<file path="src/design/qme_pkg.sv">
// ----------------------------------------------------------------------------
// qme_pkg
// shared types and constants of the queue machine execute core
// ----------------------------------------------------------------------------
package qme_pkg;

  localparam int unsigned QueueDepth   = 1024;
  localparam int unsigned QueueAw      = $clog2(QueueDepth);
  localparam int unsigned QueueCw      = QueueAw + 1;
  localparam int unsigned ProgramDepth = 65536;
  localparam int unsigned ProgramAw    = (ProgramDepth > 1) ? $clog2(ProgramDepth) : 1;
  localparam int unsigned RegCount     = 26;
  localparam int unsigned RegAw        = 5;
  localparam int unsigned DataW        = 16;

  typedef enum logic [3:0] {
    OpPush     = 4'd0,
    OpAdd      = 4'd1,
    OpSub      = 4'd2,
    OpMul      = 4'd3,
    OpDiv      = 4'd4,
    OpMod      = 4'd5,
    OpStore    = 4'd6,
    OpLoad     = 4'd7,
    OpPrintNum = 4'd8,
    OpPrintChr = 4'd9,
    OpNop      = 4'd10,
    OpJump     = 4'd11,
    OpJz       = 4'd12,
    OpJe       = 4'd13,
    OpJg       = 4'd14,
    OpQuit     = 4'd15
  } op_e;

  localparam logic [1:0] StOk    = 2'd0;
  localparam logic [1:0] StUnder = 2'd1;
  localparam logic [1:0] StOver  = 2'd2;

  localparam logic [1:0] PrNone = 2'd0;
  localparam logic [1:0] PrNum  = 2'd1;
  localparam logic [1:0] PrChr  = 2'd2;

  // divider control between sequencer and divider
  typedef struct packed {
    logic             start;
    logic [DataW-1:0] dividend;
    logic [DataW-1:0] divisor;
  } div_req_t;

  typedef struct packed {
    logic             done;
    logic [DataW-1:0] quotient;
    logic [DataW-1:0] remainder;
  } div_rsp_t;

endpackage

</file>
<file path="src/design/qme_div.sv">
// ----------------------------------------------------------------------------
// qme_div
// radix-2 restoring divider, one quotient bit per cycle
// ----------------------------------------------------------------------------
module qme_div (
  input  logic              clk_i,
  input  logic              rst_ni,
  input  qme_pkg::div_req_t req_i,
  output qme_pkg::div_rsp_t rsp_o
);

  localparam int unsigned W  = qme_pkg::DataW;
  localparam int unsigned Cw = $clog2(W + 1);

  logic [W-1:0]  quo_q;
  logic [W-1:0]  rem_q;
  logic [W-1:0]  dvs_q;
  logic [Cw-1:0] cnt_q;
  logic          busy_q;
  logic          done_q;
  logic [W:0]    trial;

  assign trial = {rem_q, quo_q[W-1]} - {1'b0, dvs_q};

  always_ff @(posedge clk_i or negedge rst_ni) begin
    if (!rst_ni) begin
      busy_q <= 1'b0;
      done_q <= 1'b0;
      cnt_q  <= '0;
    end else begin
      done_q <= 1'b0;
      if (req_i.start) begin
        busy_q <= 1'b1;
        cnt_q  <= Cw'(W);
        quo_q  <= req_i.dividend;
        rem_q  <= '0;
        dvs_q  <= req_i.divisor;
      end else if (busy_q) begin
        if (!trial[W]) begin
          rem_q <= trial[W-1:0];
          quo_q <= {quo_q[W-2:0], 1'b1};
        end else begin
          rem_q <= {rem_q[W-2:0], quo_q[W-1]};
          quo_q <= {quo_q[W-2:0], 1'b0};
        end
        cnt_q <= cnt_q - Cw'(1);
        if (cnt_q == Cw'(1)) begin
          busy_q <= 1'b0;
          done_q <= 1'b1;
        end
      end
    end
  end

  assign rsp_o.done      = done_q;
  assign rsp_o.quotient  = quo_q;
  assign rsp_o.remainder = rem_q;

endmodule

</file>
<file path="config.mk">
export PLATFORM = sky130hd
export DESIGN_NAME = qme_div
export DESIGN_NICKNAME = d
export VERILOG_FILES = /design/src/design/qme_pkg.sv /design/src/design/qme_div.sv
export SDC_FILE = /design/constraint.sdc
export NUM_CORES = 1
export LEC_CHECK = 0
export BUFFER_PORTS_ARGS = -buffer_cell sky130_fd_sc_hd__buf_2
export CAP_MARGIN = 20
export CORE_AREA = 2 2 99 101
export CTS_CLUSTER_DIAMETER = 200
export DETAILED_ROUTE_END_ITERATION = 10
export DIE_AREA = 0 0 101 103
export PLACE_DENSITY_LB_ADDON = 0.2
export SLEW_MARGIN = 20
export SYNTH_ARGS = -nofsm -noshare
export SYNTH_HDL_FRONTEND = slang
export SYNTH_SLANG_ARGS = --single-unit
</file>
<file path="constraint.sdc">
create_clock -name clk_i -period 2.7 [get_ports clk_i]
set_clock_uncertainty 0.15 [all_clocks]
set_input_delay 0.54 -clock clk_i [delete_from_list [all_inputs] [get_ports clk_i]]
set_output_delay 0.54 -clock clk_i [all_outputs]
set_load 0.05 [all_outputs]
</file>
==> results.yml, run 1 <==
status:
  status: "complete, no violations"
floorplanning:
  die_y_um: 103
  num_rows: 36
  initial_core_util_pct: 33.9
  die_area_um2: 10400
  ios: 68
  core_region_area_um2: 9460
  die_width_um: 101
clocking:
  clock_sinks: 55
  cts_buffers: 5
  insertion_delay_ns: 0.33
  htree_levels: 2
  cts_buffer_depth: 2
  clkTransAtPathRegs_ns: 0.12
  cts_tree: "yes"
  cts_hold_buf: 0
  clock-root-buffer: "clkbuf_8"
logic_synthesis:
  yosys-top-cells-area: "edfxtp_1, ha_1, dfrtp_1, mux2_2, mux2i_1"
  synth.distinct_cells: 48
  synth_ff_type: "edfxtp_1"
  synth_area_leader_cell: "edfxtp_1"
  syn_area_um2: 3210
  synth-seq-area-share_pct: 50.4
  yosysWarnings: 0
  netlist.area_leader.share_pct: 44.9
  synthCells: 284
  synth.net_count: 338
  synth_edf_count: 48
  synth_seq_cells: 55
  syn_avg_cell_area_um2: 11.3
  ys_async_sr_fraction_pct: 12.7
hold_path:
  holdCritStartpoint: "req_i[15]"
  hold_path_end: "dvs_q[15]"
  hold_class: "input pin to flip-flop"
  holdPathStages: 1
global_routing:
  antenna_found_initial: 0
  grt_max_degree: 21
  grt_pass1_vias: 2338
  grt_pass1_wl_mm: 11.4
  overflow: 0
  track_usage_pct: 14.3
routing:
  finalWirelength_mm: 7.04
  firstDrtPassIters: 4
  drt-initial-drc-count: 79
  vias: 2372
  final_antenna_net_count: 0
  drc: 0
  routedWlPerCell_um: 14.5
  via_per_inst: 4.87
placement:
  dp.cells: 477
  gp_routability_congestion: 0.799
  dpl.hpwl_mm: 5.35
  portBuffers: 67
  place_ws_ns: 0.0606
setup_path:
  arrival_ns: 2.52
  crit_fanout: 4
  reg2reg_from: "quo_q[15]"
  rrSetupSlack_ns: 0.09
  start_kind: "flip-flop"
  reg2reg_to: "rem_q[6]"
  endpoint_kind: "flip-flop"
  worstRegToRegCells: 11
  worstPathRequired_ns: 2.61
  path_class: "flip-flop to flip-flop"
sta:
  fin_tns_setup_ns: 0
  finalHoldViolCount: 0
  finalSetupViolCount: 0
  fmax_mhz: 383
  maxSlewViolCount: 0
  holdWs_ns: 0.222
  min_period_ns: 2.61
  fin_crit_sh_pct: 96.6
  layout_setup_ws_ns: 0.0918
  slew_headroom_pct: 57.9
  rsz0062_at_grt: "yes"
  max_slew.worst_pin.slew_ns: 0.632
layout:
  area_delta_synth_final_pct: 24.3
  register_area_um2: 1620
  diodes: 0
  multi_input_area_um2: 1490
  final_net_count: 426
  fill_cells: 966
  drive_gt1_share_pct: 35.7
  final_cells: 487
pwr:
  irDropWorstVdd_mv: 0.326
  cellPowerDensity_nw_per_um2: 884
  power.total_mw: 3.53
  p_leak_nw: 1.75
job:
  drv_cap: 0
-- cell usage in the layout, fill, tap and decap left out, types with 5 or more instances in the layout --
master | synthesis | layout
buf_2 | 1 | 67
edfxtp_1 | 48 | 48
nor2_1 | 25 | 25
buf_4 | 2 | 24
inv_1 | 23 | 23
nand2_1 | 18 | 18
ha_1 | 18 | 16
mux2_2 | 15 | 15
a21oi_1 | 13 | 13
xnor2_1 | 11 | 11
a211oi_1 | 13 | 11
mux2i_1 | 11 | 10
dfrtp_1 | 7 | 7
nand3_1 | 6 | 6
o21ai_0 | 7 | 6
xor2_1 | 6 | 6
clkbuf_8 | 0 | 5
-- cells in the mapped netlist, types with 3 or more instances --
cell      number
a21o_1         4
nand2b_1       5
ha_1          18
nor2_1        25
xnor2_1       11
dfrtp_1        7
a211oi_1      13
a21oi_1       13
xor2_1         6
o21ai_0        7
o21a_1         3
mux2i_1       11
a311oi_1       3
clkbuf_1       8
edfxtp_1      48
nand2_1       18
nand3_1        6
mux2_2        15
o211ai_1       3
inv_1         23
-- through the flow --
step | cell area (um^2) | util, %
2_1_floorplan | 3230 | -
3_5_place_dp | 3830 | 40.5
4_1_cts | 3930 | 41.5
6_report | 3990 | 42.2
5_1_grt | 3990 | 42.2
3_3_place_gp | 3830 | 40.5
-- cell type report --
cell class / count / share of cell area (%)
clock inverters: 3 / 0.847
inverters: 23 / 2.16
multi-input cells: 193 / 37.4
clock buffers: 5 / 1.73
repair buffers: 94 / 13.8
well taps: 114 / 3.58
flip-flops and latches: 55 / 40.5
-- where the power goes --
group / internal [mW] / leakage [nW] / switching, mW / total, mW
Clock: 0.196 / 0.0515 / 0.317 / 0.513
Combinational: 0.756 / 1.15 / 1.05 / 1.81
Sequential: 1.10 / 0.554 / 0.103 / 1.21
Total: 2.06 / 1.75 / 1.47 / 3.53
-- cells by family after synthesis --
kind of cell    synth area share, %
compound gates                 13.5
mux                            8.70
fa+ha+maj                      7.64
buf+inv                        4.76
flops                          50.4
simple gates                   9.83
xor+xnor                       5.15
-- worst max-delay path, stage by stage (launching register included) --
cell	delay [ns]
edfxtp_1	0.36
inv_1	0.05
ha_2	0.17
fa_2	0.34
nand2b_4	0.16
a21oi_4	0.17
o21ai_2	0.09
o211ai_2	0.18
xnor2_2	0.17
buf_6	0.18
mux2i_4	0.23
a211oi_1	0.09
-- state kept, by name, summed over array words and instances, names as in the netlist --
| register | count |
|---|---|
| dvs_q | 16 |
| quo_q | 16 |
| cnt_q | 5 |
| done_q | 1 |
| rem_q | 16 |
| busy_q | 1 |
-- per-layer routing --
metal  track usage [%]  wire length, um  up-vias
li1                  -                -     1208
met1              19.1             3450     1119
met2              23.1             3270       38
met3              3.32              231        7
met4              4.68               90        0
met5                 0                0        -
-- timing repair --
action,4_1_cts,5_1_grt
setup buffers,0,2
resized for setup,0,9
endpoints found under the setup margin,0,15
-- worst max path at each step --
stage / from / endpoint / cells after the start
6_report: quo_q[15] / rem_q[6] / 11
5_1_grt: quo_q[15] / rem_q[6] / 11
4_1_cts: dvs_q[0] / rem_q[6] / 10
3_3_place_gp: rem_q[10] / rem_q[6] / 9
3_5_place_dp: dvs_q[0] / rem_q[6] / 10
2_1_floorplan: quo_q[15] / rem_q[2] / 11
No activity file was read; power rests on OpenSTA's default activity.
==> run 2, diff against run 1 <==
==> constraint.sdc (replaced) <==
create_clock -name clk_i -period 2.7 [get_ports clk_i]
set_clock_uncertainty 0.15 [all_clocks]
set_input_delay 0.27 -clock clk_i [delete_from_list [all_inputs] [get_ports clk_i]]
set_output_delay 0.27 -clock clk_i [all_outputs]
set_load 0.05 [all_outputs]
==> results.yml, run 2 (same netlist as run 1, synthesis figures left out) <==
setup_path:
  start_kind: "flip-flop"
  crit_start: "dvs_q[0]"
  arrival_ns: 2.58
  endpoint_kind: "flip-flop"
  worstPathRequired_ns: 2.62
  max_stage_delay_ns: 0.40
  slowest_stage: "edfxtp_1"
  cpLargestDelayFamily: "adder cells"
  crit_fanout: 10
  path_class: "flip-flop to flip-flop"
  crit_buf_inv: 1
  reg2reg_from: "dvs_q[0]"
  crit_chain: "ha_2 > fa_2 > nand2b_4 > a21oi_4 > o21ai_2 > o211ai_2 > xnor2_2 > buf_12 > mux2i_1 > a211oi_2"
clocking:
  clock_sinks: 55
  clock-root-buffer: "clkbuf_8"
  insertion_delay_ns: 0.32
  cts_buffers: 5
  cts_tree: "yes"
  htree_levels: 2
  clkTransAtPathRegs_ns: 0.11
  cts_buffer_depth: 2
hold_path:
  hold_class: "input pin to flip-flop"
  holdCritStartpoint: "req_i[16]"
sta:
  fmax_mhz: 376
  rsz0062_at_grt: "yes"
  finalSetupViolCount: 0
  finalHoldViolCount: 0
  fin_crit_sh_pct: 98.5
  maxSlewViolCount: 0
  min_period_ns: 2.66
  fin_tns_setup_ns: 0
  slew_headroom_pct: 48.4
  max_slew.worst_pin.slew_ns: 0.774
layout:
  drive_gt1_share_pct: 33.5
  mostFrequentLayoutCell: "buf_2"
  final_net_count: 441
  area_delta_synth_final_pct: 29.7
  fill_cells: 933
  final_cells: 502
  final_util_pct: 44.0
  reg_top3: "dvs_q: 16 flops, quo_q: 16 flops, rem_q: 16 flops"
  layout_common_cells: "buf_2, edfxtp_1, nor2_1"
  diodes: 0
floorplanning:
  core_region_area_um2: 9460
  die_area_um2: 10400
  ios: 68
  initial_core_util_pct: 33.9
  die_width_um: 101
  die_y_um: 103
  num_rows: 36
routing:
  top_layer: "met4"
  finalWirelength_mm: 7.08
  drt-initial-drc-count: 80
  vias: 2423
  routedWlPerCell_um: 14.1
  met3_length_um: 221
  drc: 0
  m1WireLength_mm: 3.40
  via_per_inst: 4.83
  firstDrtPassIters: 4
  final_antenna_net_count: 0
  wl_met2_mm: 3.37
global_routing:
  antenna_found_initial: 0
  grt_max_degree: 25
  grt_pass1_vias: 2396
  overflow: 0
  track_usage_pct: 14.2
  grt_pass1_wl_mm: 11.5
job:
  drv_cap: 0
placement:
  dp.cells: 476
  dpl.hpwl_mm: 5.29
  portBuffers: 67
  gp_routability_congestion: 0.787
pwr:
  power.total_mw: 3.60
  p_leak_nw: 1.83
  irDropWorstVdd_mv: 0.297
  cellPowerDensity_nw_per_um2: 864
status:
  status: "complete, no violations"
[run 2: report_power, final]
part	switching (mW)	leakage, nW	internal [mW]
clock	0.306	0.0607	0.287
sequential	0.102	0.554	1.10
combinational	1.04	1.22	0.762
[run 2: final timing paths]
check	slack, ns	cells past startpoint	end
setup / recovery	0.04	10	rem_q[7]
hold / removal	0.08	3	quo_q[0]
setup reg to reg	0.04	10	rem_q[7]
hold reg to reg	0.39	2	cnt_q[4]
max in group asynchronous	1.78	3	cnt_q[1]
min in group asynchronous	0.38	3	cnt_q[3]
[run 2: layer usage]
| metal | global-route usage (%) | vias to the layer above |
|---|---|---|
| met1 | 18.5 | 1140 |
| met2 | 24.0 | 45 |
| met4 | 4.37 | 0 |
| met5 | 0 | - |
| li1 | - | 1231 |
| met3 | 2.71 | 7 |
[run 2: final cells by class]
class	count	area, um^2	share of cell area, %
clock buffer	5	68.8	1.65
multi-input combinational	193	1480	35.5
tap	114	143	3.43
sequential	55	1620	38.8
clock inverter	3	50.0	1.20
inverter	23	86.3	2.07
timing repair buffer	109	718	17.3
[run 2: stage by stage]
| step | setup slack, ns | area [um^2] | hold slack [ns] |
|---|---|---|---|
| 2_1_floorplan | -0.178 | 3230 | -0.176 |
| 3_3_place_gp | 0.103 | 3840 | 0.208 |
| 3_5_place_dp | 0.0279 | 3840 | 0.207 |
| 4_1_cts | 0.0133 | 4130 | 0.0724 |
| 5_1_grt | -0.114 | 4160 | 0.0816 |
| 6_report | 0.0414 | 4160 | 0.0838 |
[run 2: repair_timing]
| action | 4_1_cts | 5_1_grt |
|---|---|---|
| hold buffers | 17 | 0 |
| hold endpoints to repair | 23 | 0 |
| buffers inserted | 0 | 1 |
| resized for setup | 0 | 4 |
| setup endpoints to repair | 0 | 15 |
[run 2: worst reg2reg max path: stages (launching register included)]
cell and delay [ns]:
edfxtp_1 0.40, ha_2 0.21, fa_2 0.34, nand2b_4 0.16, a21oi_4 0.17, o21ai_2 0.09
o211ai_2 0.19, xnor2_2 0.19, buf_12 0.18, mux2i_1 0.22, a211oi_2 0.09
